===== config.mk =====
export PLATFORM = sky130hd
export DESIGN_NAME = ssmd_mod_unit
export DESIGN_NICKNAME = d
export VERILOG_FILES = /design/src/rtl/core/ssmd_pkg.sv /design/src/rtl/core/ssmd_mod_unit.sv
export SDC_FILE = /design/constraint.sdc
export NUM_CORES = 1
export LEC_CHECK = 0
export ABC_AREA = 1
export BUFFER_PORTS_ARGS = -buffer_cell sky130_fd_sc_hd__buf_2
export CORE_ASPECT_RATIO = 0.75
export CORE_UTILIZATION = 30
export DETAILED_ROUTE_END_ITERATION = 10
export HOLD_SLACK_MARGIN = 0.05
export MAX_ROUTING_LAYER = met4
export PLACE_DENSITY = 0.49
export SLEW_MARGIN = 25
export SYNTH_ARGS = -nofsm -noshare
export SYNTH_HDL_FRONTEND = slang
export SYNTH_SLANG_ARGS = --single-unit

===== constraint.sdc =====
create_clock -name clk -period 2.18 [get_ports clk]
set_input_delay 0.109 -clock clk [delete_from_list [all_inputs] [get_ports clk]]
set_output_delay 0.109 -clock clk [all_outputs]
set_load 0.01 [all_outputs]

===== src/rtl/core/ssmd_pkg.sv =====
// Shared constants, types and helpers for the subarray sum multiple detector.
// No dependencies; used by the interfaces, the modulo unit and the top level.
package ssmd_pkg;

	localparam int MAX_MODULUS = 1024;
	localparam int MAX_LENGTH  = 65536;

	localparam int VALUE_W = 30;
	localparam int MOD_W   = 11;
	localparam int RES_W   = $clog2(MAX_MODULUS);
	localparam int POS_W   = $clog2(MAX_LENGTH) + 1;
	localparam int SUM_W   = VALUE_W + 1;
	localparam int CNT_W   = $clog2(SUM_W + 1);
	localparam int EPOCH_W = 8;

	localparam logic [MOD_W-1:0] K_MAX = MOD_W'(MAX_MODULUS);
	localparam logic [POS_W-1:0] LEN_MAX = POS_W'(MAX_LENGTH);

	// one entry of the first-seen memory: sequence tag and first position
	typedef struct packed {
		logic [EPOCH_W-1:0] epoch;
		logic [POS_W-1:0]   pos;
	} entry_t;

	// modulo unit status toward the controller
	typedef struct packed {
		logic             done;
		logic [RES_W-1:0] rem;
	} mod_res_t;

	// zero acts as 1, anything above the table size is clamped
	function automatic logic [MOD_W-1:0] eff_modulus(input logic [MOD_W-1:0] k);
		logic [MOD_W-1:0] r;
		if (k == '0) begin
			r = MOD_W'(1);
		end else if (k > K_MAX) begin
			r = K_MAX;
		end else begin
			r = k;
		end
		return r;
	endfunction

endpackage


===== src/rtl/core/ssmd_mod_unit.sv =====
// Bit-serial restoring modulo unit: one dividend bit per cycle.
// Depends on ssmd_pkg for widths and the status struct.
module ssmd_mod_unit (
	input  logic                         clk,
	input  logic                         arst_n,
	input  logic                         start,
	input  logic [ssmd_pkg::SUM_W-1:0]   dividend,
	input  logic [ssmd_pkg::MOD_W-1:0]   divisor,
	output ssmd_pkg::mod_res_t           res
);

	logic                         busy_q;
	logic                         done_q;
	logic [ssmd_pkg::CNT_W-1:0]   cnt_q;
	logic [ssmd_pkg::SUM_W-1:0]   dvd_q;
	logic [ssmd_pkg::MOD_W-1:0]   div_q;
	logic [ssmd_pkg::RES_W-1:0]   rem_q;
	logic [ssmd_pkg::MOD_W-1:0]   trial;
	logic [ssmd_pkg::RES_W-1:0]   rem_next;

	always_comb begin
		trial = {rem_q, dvd_q[ssmd_pkg::SUM_W-1]};
		if (trial >= div_q) begin
			rem_next = ssmd_pkg::RES_W'(trial - div_q);
		end else begin
			rem_next = ssmd_pkg::RES_W'(trial);
		end
	end

	always_ff @(posedge clk or negedge arst_n) begin
		if (!arst_n) begin
			busy_q <= 1'b0;
			done_q <= 1'b0;
			cnt_q  <= '0;
		end else begin
			done_q <= 1'b0;
			if (start) begin
				busy_q <= 1'b1;
				cnt_q  <= ssmd_pkg::CNT_W'(ssmd_pkg::SUM_W);
			end else if (busy_q) begin
				cnt_q <= cnt_q - 1'b1;
				if (cnt_q == ssmd_pkg::CNT_W'(1)) begin
					busy_q <= 1'b0;
					done_q <= 1'b1;
				end
			end
		end
	end

	always_ff @(posedge clk) begin
		if (start) begin
			dvd_q <= dividend;
			div_q <= divisor;
			rem_q <= '0;
		end else if (busy_q) begin
			dvd_q <= {dvd_q[ssmd_pkg::SUM_W-2:0], 1'b0};
			rem_q <= rem_next;
		end
	end

	assign res.done = done_q;
	assign res.rem  = rem_q;

endmodule


; ---- Word-level counts from Yosys, hierarchy flattened
; Cells that the tools add are included.
; W data, S select, Z words.
[classes]
reduce_logical = 1
eq_ne = 1
n_addsub = 2
n_lt_le_gt_ge = 1
n_mux = 11
[ops]
columns = cell, count
row1 = $mux W31, 2
row2 = $ge A11 B11 Y1, 1
row3 = $mux W10, 1
row4 = $mux W5, 2
row5 = $sub A10 B10 Y10, 1
row6 = $mux W1, 6
row7 = $eq A5 B1 Y1 const B, 1
row8 = $sub A5 B1 Y5 const B, 1
row9 = $reduce_bool A2 Y1, 1
[totals]
in_bits = 45
wordCells = 22
regBits = 59

; ---- Longest topological paths before layout
; Gate-level depths: netlist of run 1.
[logic_depth]
word_depth = 4
ltp_mapped = 12
ltp_nobuf = 12

; ---- Worst setup path after synthesis of run 1
; Ideal clock, no wire load.
[synth_timing]
kind = register to register
start = register busy_q
end = register dvd_q[0] in the netlist's numbering, enable pin
period_less_slack_ns = 1.641
setup_ns = 0.386
slack_ns = 0.539
arrival_ns = 1.255
path_stages_with_launch = 4
path_cell_list = dfrtp_1 -> nor2_1 -> clkbuf_1 -> inv_1
[synth_between]
elab_chain_len = 1
[synth_rtl]
columns = element, line_no
row1 = "start, declared", ssmd_mod_unit.sv:12  ; logic busy_q;
row2 = "start signal, assigned", ssmd_mod_unit.sv:32  ; busy_q <= 1'b0;
row3 = "start signal, assigned", ssmd_mod_unit.sv:38  ; busy_q <= 1'b1;
row4 = "start signal, assigned", ssmd_mod_unit.sv:43  ; busy_q <= 1'b0;
row5 = $reduce_bool A2 Y1 (no source line), -
row6 = "end signal, assigned", ssmd_mod_unit.sv:52  ; dvd_q <= dividend;
row7 = "end signal, assigned", ssmd_mod_unit.sv:56  ; dvd_q <= {dvd_q[ssmd_pkg::SUM_W-2:0], 1'b0};
row8 = "end, declared", ssmd_mod_unit.sv:15  ; logic [ssmd_pkg::SUM_W-1:0] dvd_q;
; No other way between the ends.
; A chain may end at the register's enable or synchronous reset.

; ---- Worst setup path in the final report of run 1
[layout_timing]
start = register dvd_q[30] in the netlist's numbering
end = register rem_q[8] in the netlist's numbering
[layout_between]
elab_chain_len = 2
elab_cells_between_ends = 3
[layout_rtl]
columns = element, line_no
row1 = $sub A10 B10 Y10 / $ge A11 B11 Y1 (equally long branches), "ssmd_mod_unit.sv:24, ssmd_mod_unit.sv:23"
row2 = $mux W10 *, ssmd_mod_unit.sv:23  ; if (trial >= div_q) begin
row3 = "end signal, assigned", ssmd_mod_unit.sv:57  ; rem_q <= rem_next;
row4 = "end, declared", ssmd_mod_unit.sv:17  ; logic [ssmd_pkg::RES_W-1:0] rem_q;
; Mark *: on every way between the ends. The rest lies on a longest branch, timed or not.

==> metrics.cfg, run 1 <==
[status]
status = completed

[timing]
rsz0062_at_grt = false
fmax_mhz = 537
setup_viol_count_final = 0
finalSetupTns_ns = 0
relSlewSlack_pct = 73.4
min_period_over_period_pct = 85.5
slew_violations = 0
min_period_ns = 1.86
worst_pin_slew_ns = 0.399
finClkSkew_ns = 0.00462
hold_viol = 0

[critical_path]
start_kind = flip-flop
rr_endpoint = rem_q[8]
crit_arrival_ns = 2.08
crit_fanout = 3
reg2reg_slack_ns = 0.32
critPathKind = reg2reg
r2r_cells = 12
r2r_start = dvd_q[30]
endpoint = rem_q[8]
startpoint = dvd_q[30]
critPathCaptureType = flip-flop
crit_required_ns = 2.40

[job]
max-cap-violations = 0

[detailed_routing]
wl_um = 7070
wl_met1_um = 3590
drc = 0
drtIter0Drc = 152
dr.max_layer_used = met4
met2WireLength_um = 3020
wire_per_inst_um = 11.8
wl_met3_um = 382
drt_first_pass_iters = 4
antenna_left = 0
vias = 2556
vias_per_cell = 4.27

[logic_synthesis]
async_reset_ff_share_pct = 11.9
yosysUniqueCellTypes = 26
synth_common_cells = 158 x nand2_1, 49 x inv_1, 42 x edfxtp_1
synth_area_leaders = edfxtp_1 41%, nand2_1 19%, dfxtp_1 6.5%
syn_nets = 430
syn_inst = 371
synth_edf_count = 42
yosysWarnings = 0
synthFlopType = edfxtp_1
synth_top_cell_by_area = edfxtp_1
synth_seq_cells = 59
synth_area_mm2 = 0.00309
synth_top_area_share_pct = 40.8
syn_avg_cell_area_um2 = 8.33
synth.most_common_cell = nand2_1
yosysSeqAreaShare_pct = 52.9

[cts]
worstSkewPairLatency_ns = 0.32
cts_max_path_buffers = 2
cts_htree_levels = 3
clk_pin_slew_worst_paths_ns = 0.05
numCtsBuffers = 9
cts_tree = built
cts.repair.resized = 0
cts_sinks = 59
cts-root-buf = clkbuf_16

[power]
irDropWorstVdd_v = 0.000593
p_leak_nw = 2.08
power.total_mw = 3.94
p_per_area_mw_per_mm2 = 953

[layout]
fill_cells = 1010
diodes = 0
drive_gt1_share_pct = 18.2
final_nets = 521
synthToLayoutAreaGrowth_pct = 33.5

[die]
dieArea_mm2 = 0.0107
io_pins = 56
die_w_um = 119
placementRows = 31
die_y_um = 89.9
core_area_mm2 = 0.00985
start_util_pct = 31.4

[global_routing]
grt_pass1_vias = 2548
antenna_found_initial = 0
grt_max_degree = 33
globalRoute.totalOverflow = 0
grtUsageTotal_pct = 15.4
grt_pass1_wl_um = 12300

[place]
hpwl_um = 4760
place_congestion = 0.854
portBuffers = 55

[hold_path]
min_path_type = in2reg

==> placed cells by master (no fill, tap or decap) <==
cell type | netlist | routed
nand2_1 | 158 | 158
buf_2 | 2 | 55
inv_1 | 49 | 49
edfxtp_1 | 42 | 42
dlygate4sd3_1 | 0 | 30
nand3_1 | 29 | 29
ha_1 | 13 | 13
nor2_1 | 12 | 12
nand4_1 | 11 | 11
dfxtp_1 | 10 | 10
clkbuf_16 | 0 | 9
buf_4 | 2 | 8
dfrtp_1 | 7 | 7
a21oi_1 | 6 | 6
nand2_2 | 4 | 4
o21ai_0 | 4 | 4
xnor2_1 | 3 | 3
nor3_1 | 2 | 2
inv_2 | 2 | 2
clkbuf_1 | 6 | 2
bufinv_16 | 0 | 2
clkinv_2 | 0 | 2
nand3b_1 | 1 | 1
nand4_2 | 1 | 1
o21a_1 | 1 | 1
and2_4 | 1 | 1
a22oi_1 | 1 | 1
fa_1 | 1 | 1
clkinvlp_4 | 0 | 1
==> final cells by class <==
type                    instances  area (µm²)  area share, %
flip-flops and latches         59        1640           39.6
clock buffers                  11         233           5.64
clock inverters                 5        77.6           1.88
multi-input cells             248        1190           28.8
well taps                     132         165           4.00
inverters                      51         191           4.64
repair buffers                 93         636           15.4
==> through the flow <==
stage / instance area (µm²) / instances / utilization [%] / hold slack, ns / setup slack (ns)
finish: 4130 / 599 / 41.9 / 0.0617 / 0.317
global route: 4130 / 599 / 41.9 / 0.0570 / 0.167
CTS: 4130 / 599 / 41.9 / 0.0524 / 0.319
detailed placement: 3520 / 553 / 35.7 / -0.0450 / 0.335
global placement: 3520 / 553 / 35.7 / -0.0457 / 0.330
floorplan: 3090 / 371 / - / -0.187 / 0.539
==> kinds of logic (layout without fill, tap and decap cells) <==
logic type,count (synthesis),after routing,share of synthesized area (%)
fa+ha+maj,14,14,5.91
compound gates,12,12,2.10
xor+xnor,3,3,0.850
buf+inv,64,160,8.58
simple gates,219,219,29.6
flops,59,59,52.9
==> critical path, cell delays in order (launching register included) <==
cell,delay [ns]
edfxtp_1,0.35
inv_1,0.09
ha_1,0.14
inv_1,0.08
fa_1,0.41
nand3_1,0.11
nand2_1,0.14
nand2_1,0.12
nand2_1,0.06
nand2_1,0.05
nand3_1,0.07
nand3_1,0.08
nand2_1,0.04
==> worst min-delay path by stage <==
stage	cells past startpoint	to	slack (ns)	start
2_1_floorplan	0	busy_q	-0.19	arst_n
3_3_place_gp	1	cnt_q[3]	-0.05	arst_n
3_5_place_dp	1	cnt_q[3]	-0.05	arst_n
4_1_cts	3	dvd_q[22]	0.05	dividend[22]
5_1_grt	3	dvd_q[12]	0.06	dividend[12]
6_report	3	dvd_q[23]	0.06	dividend[23]
==> report_power, final <==
group	internal (mW)	switching (mW)
Sequential	1.35	0.0898
Clock	0.996	0.489
Combinational	0.418	0.595
Total	2.76	1.17
==> state kept, by name, summed over array words and instances, names as in the netlist <==
signal,count
done_q,1
cnt_q,5
rem_q,10
busy_q,1
div_q,11
dvd_q,31
==> what timing repair did <==
| action | 4_1_cts | 5_1_grt |
|---|---|---|
| hold buffers | 30 | 0 |
| endpoints found under the hold margin | 36 | 0 |
| setup buffers | 0 | 0 |
==> metal layers <==
| metal | GRT usage (%) | vias to the layer above |
|---|---|---|
| li1 | - | 1371 |
| met1 | 20.8 | 1126 |
| met2 | 21.4 | 53 |
| met3 | 4.38 | 6 |
| met4 | 6.33 | 0 |
| met5 | - | - |
Power figures use the tool's default switching activity.
==> run 2, diff against run 1 <==
--- a/config.mk
+++ b/config.mk
@@ -13,6 +13,7 @@
 export HOLD_SLACK_MARGIN = 0.05
 export MAX_ROUTING_LAYER = met4
 export PLACE_DENSITY = 0.49
+export RECOVER_POWER = 25
 export SLEW_MARGIN = 25
 export SYNTH_ARGS = -nofsm -noshare
 export SYNTH_HDL_FRONTEND = slang
==> constraint.sdc (replaced) <==
create_clock -name clk -period 2.05 [get_ports clk]
set_input_delay 0.1025 -clock clk [delete_from_list [all_inputs] [get_ports clk]]
set_output_delay 0.1025 -clock clk [all_outputs]
set_load 0.01 [all_outputs]
==> run 2 against run 1 <==
Non-clock buffer count increased by 6. Routed wire length increased by 3.4%. Worst setup slack got worse by 0.092 ns. Global-route usage increased by 0.26 points. Register-to-register slack got worse by 0.09 ns. Design area increased by 0.48%. Die area unchanged. Clock power about the same. Critical endpoint unchanged. Fmax increased by 2.1%. Via count increased by 0.70%. Final cell count increased by 0.83%. Utilization increased by 0.20 points.
==> metrics.cfg, run 2 (synthesized netlist as in run 1, its figures left out) <==
[status]
status = completed

[layout]
final_common_cell = nand2_1
layout_common_cells = 158 x nand2_1, 53 x buf_2, 49 x inv_1, 42 x edfxtp_1, 35 x dlygate4sd3_1
regMostFlops = dvd_q
stdcell_count = 604  ; +0.83%
drive_gt1_share_pct = 17.6  ; -0.62 points
diodes = 0  ; unchanged
largest_reg_flops = 31  ; unchanged
reg_top3 = dvd_q (31), div_q (11), rem_q (10)
synthToLayoutAreaGrowth_pct = 34.2
final_nets = 527  ; +1.2%

[cts]
cts_tree = built
worstSkewPairLatency_ns = 0.33  ; about the same
cts_htree_levels = 3  ; unchanged
cts_max_path_buffers = 2  ; unchanged
cts-root-buf = clkbuf_16
clk_pin_slew_worst_paths_ns = 0.05  ; about the same
cts_setup_buffers = 0  ; unchanged
numCtsBuffers = 9  ; unchanged
cts_sinks = 59  ; unchanged

[critical_path]
slowest_stage = fa_1
slowest_delay_ns = 0.41  ; about the same
critPathKind = reg2reg
crit_required_ns = 2.27  ; -0.13 ns
start_kind = flip-flop
cp_cell_sequence = inv_1, ha_1, inv_1, fa_1, nand3_1, nand2_1, nand2_1, nand2_1, nand2_1, nand3_1, nand3_1, nand2_1
crit_family = simple AND/OR/NAND/NOR gates
critPathCaptureType = flip-flop
crit_fanout = 3  ; unchanged
crit_buf_inv = 2  ; unchanged
path_common_cell = nand2_1
crit_arrival_ns = 2.05  ; -0.03 ns

[global_routing]
antenna_found_initial = 0  ; unchanged
grt_pass1_wl_um = 12500  ; +2.0%
grtUsageTotal_pct = 15.7  ; +0.26 points
globalRoute.totalOverflow = 0  ; unchanged
grt-busiest-layer = met2
use_met2_pct = 22.8  ; +1.4 points
grt_pass1_vias = 2615  ; +2.6%
grt_max_degree = 33  ; unchanged
met3_usage_pct = 5.84  ; +1.5 points
grt_util_met1_pct = 20.0  ; -0.88 points

[die]
placementRows = 31  ; unchanged
io_pins = 56  ; unchanged
core_area_mm2 = 0.00985  ; unchanged
dieArea_mm2 = 0.0107  ; unchanged
die_w_um = 119  ; unchanged
die_y_um = 89.9  ; unchanged
start_util_pct = 31.4  ; unchanged

[timing]
rsz0062_at_grt = false
finalSetupTns_ns = 0  ; unchanged
setup_viol_count_final = 0  ; unchanged
relSlewSlack_pct = 27.0  ; -46 points
worst_pin_slew_ns = 1.09  ; +0.695 ns
fmax_mhz = 548  ; +2.1%
min_period_ns = 1.83  ; -0.0376 ns
hold_viol = 0  ; unchanged
slew_violations = 0  ; unchanged
min_period_over_period_pct = 89.0  ; +3.6 points
layout_setup_ws_ns = 0.225  ; -0.0924 ns
finClkSkew_ns = 0.00499  ; +0.000368 ns

[place]
dp.cells = 554  ; +0.18%
pre_cts_ws_ns = 0.252  ; -0.0827 ns
portBuffers = 55  ; unchanged
hpwl_um = 4860  ; +2.2%
place_congestion = 0.820  ; -4.0%

[detailed_routing]
antenna_left = 0  ; unchanged
wl_um = 7310  ; +3.4%
vias_per_cell = 4.26  ; -0.13%
drt_first_pass_iters = 4  ; unchanged
wire_per_inst_um = 12.1  ; +2.6%
vias = 2574  ; +0.70%
drc = 0  ; unchanged
drtIter0Drc = 166  ; +9.2%

[power]
p_per_area_mw_per_mm2 = 988  ; +3.7%
p_leak_nw = 2.09  ; +0.22%
irDropWorstVdd_v = 0.000367  ; -38%

[job]
max-cap-violations = 0  ; unchanged

[hold_path]
min_path_type = in2reg

==> run 2: cell count changes in the layout (fill, tap and decap cells not counted), sizes merged <==
cell	before	now
clkbuf	11	13
clkinv	2	4
buf	63	60
dlygate4sd3	30	35
bufinv	2	1
==> run 2: path summary, 6_finish.rpt <==
kind | from | endpoint | slack (ns) | cells past startpoint
max in group asynchronous | arst_n | cnt_q[1] | 1.57 | 2
worst min register to register | rem_q[9] | rem_q[9] | 0.48 | 2
worst min-delay path | dividend[19] | dvd_q[19] | 0.05 | 3
worst max-delay path | dvd_q[30] | rem_q[8] | 0.22 | 12
worst max register to register | dvd_q[30] | rem_q[8] | 0.22 | 12
min in group asynchronous | arst_n | done_q | 0.20 | 2
==> run 2: repair_timing <==
action,CTS,global route
resized for setup,0,0
endpoints found under the hold margin,41,0
hold buffers,35,0
==> run 2: cell type report <==
type	instances	area, µm²
inverters	51	191
repair buffers	99	683
clock buffers	9	225
flip-flops and latches	59	1640
multi-input cells	248	1190
well taps	132	165
fillers	1028	5700
clock inverters	6	57.6
==> run 2: per-layer routing <==
| metal | share of wire (%) | up-vias | routed length [µm] |
|---|---|---|---|
| met2 | 43 | 50 | 3150 |
| met3 | 5.6 | 8 | 413 |
| met5 | 0 | - | 0 |
| met1 | 50 | 1137 | 3670 |
| met4 | 1.0 | 0 | 73 |
| li1 | - | 1379 | - |
==> run 2: worst min-delay path: stages <==
cell	delay, ns
buf_2	0.08
nand2_1	0.05
nand2_1	0.05
==> run 2: stage by stage <==
stage                     hold slack (ns)  area [µm²]  total power [mW]  utilization [%]
after floorplan                    -0.193        3090              2.29                -
after detailed placement          -0.0487        3530              2.60             35.8
after CTS                          0.0508        4160              4.15             42.2
after global placement            -0.0480        3530              2.60             35.8
final                              0.0533        4150              4.10             42.1
after global routing               0.0678        4150              4.38             42.1
==> run 2: report_power, final <==
group	leakage [nW]	internal [mW]	total [mW]	switching (mW)
registers	0.601	1.43	1.53	0.0941
logic	1.35	0.460	1.10	0.644
clock network	0.141	0.924	1.47	0.545
total	2.09	2.82	4.10	1.28
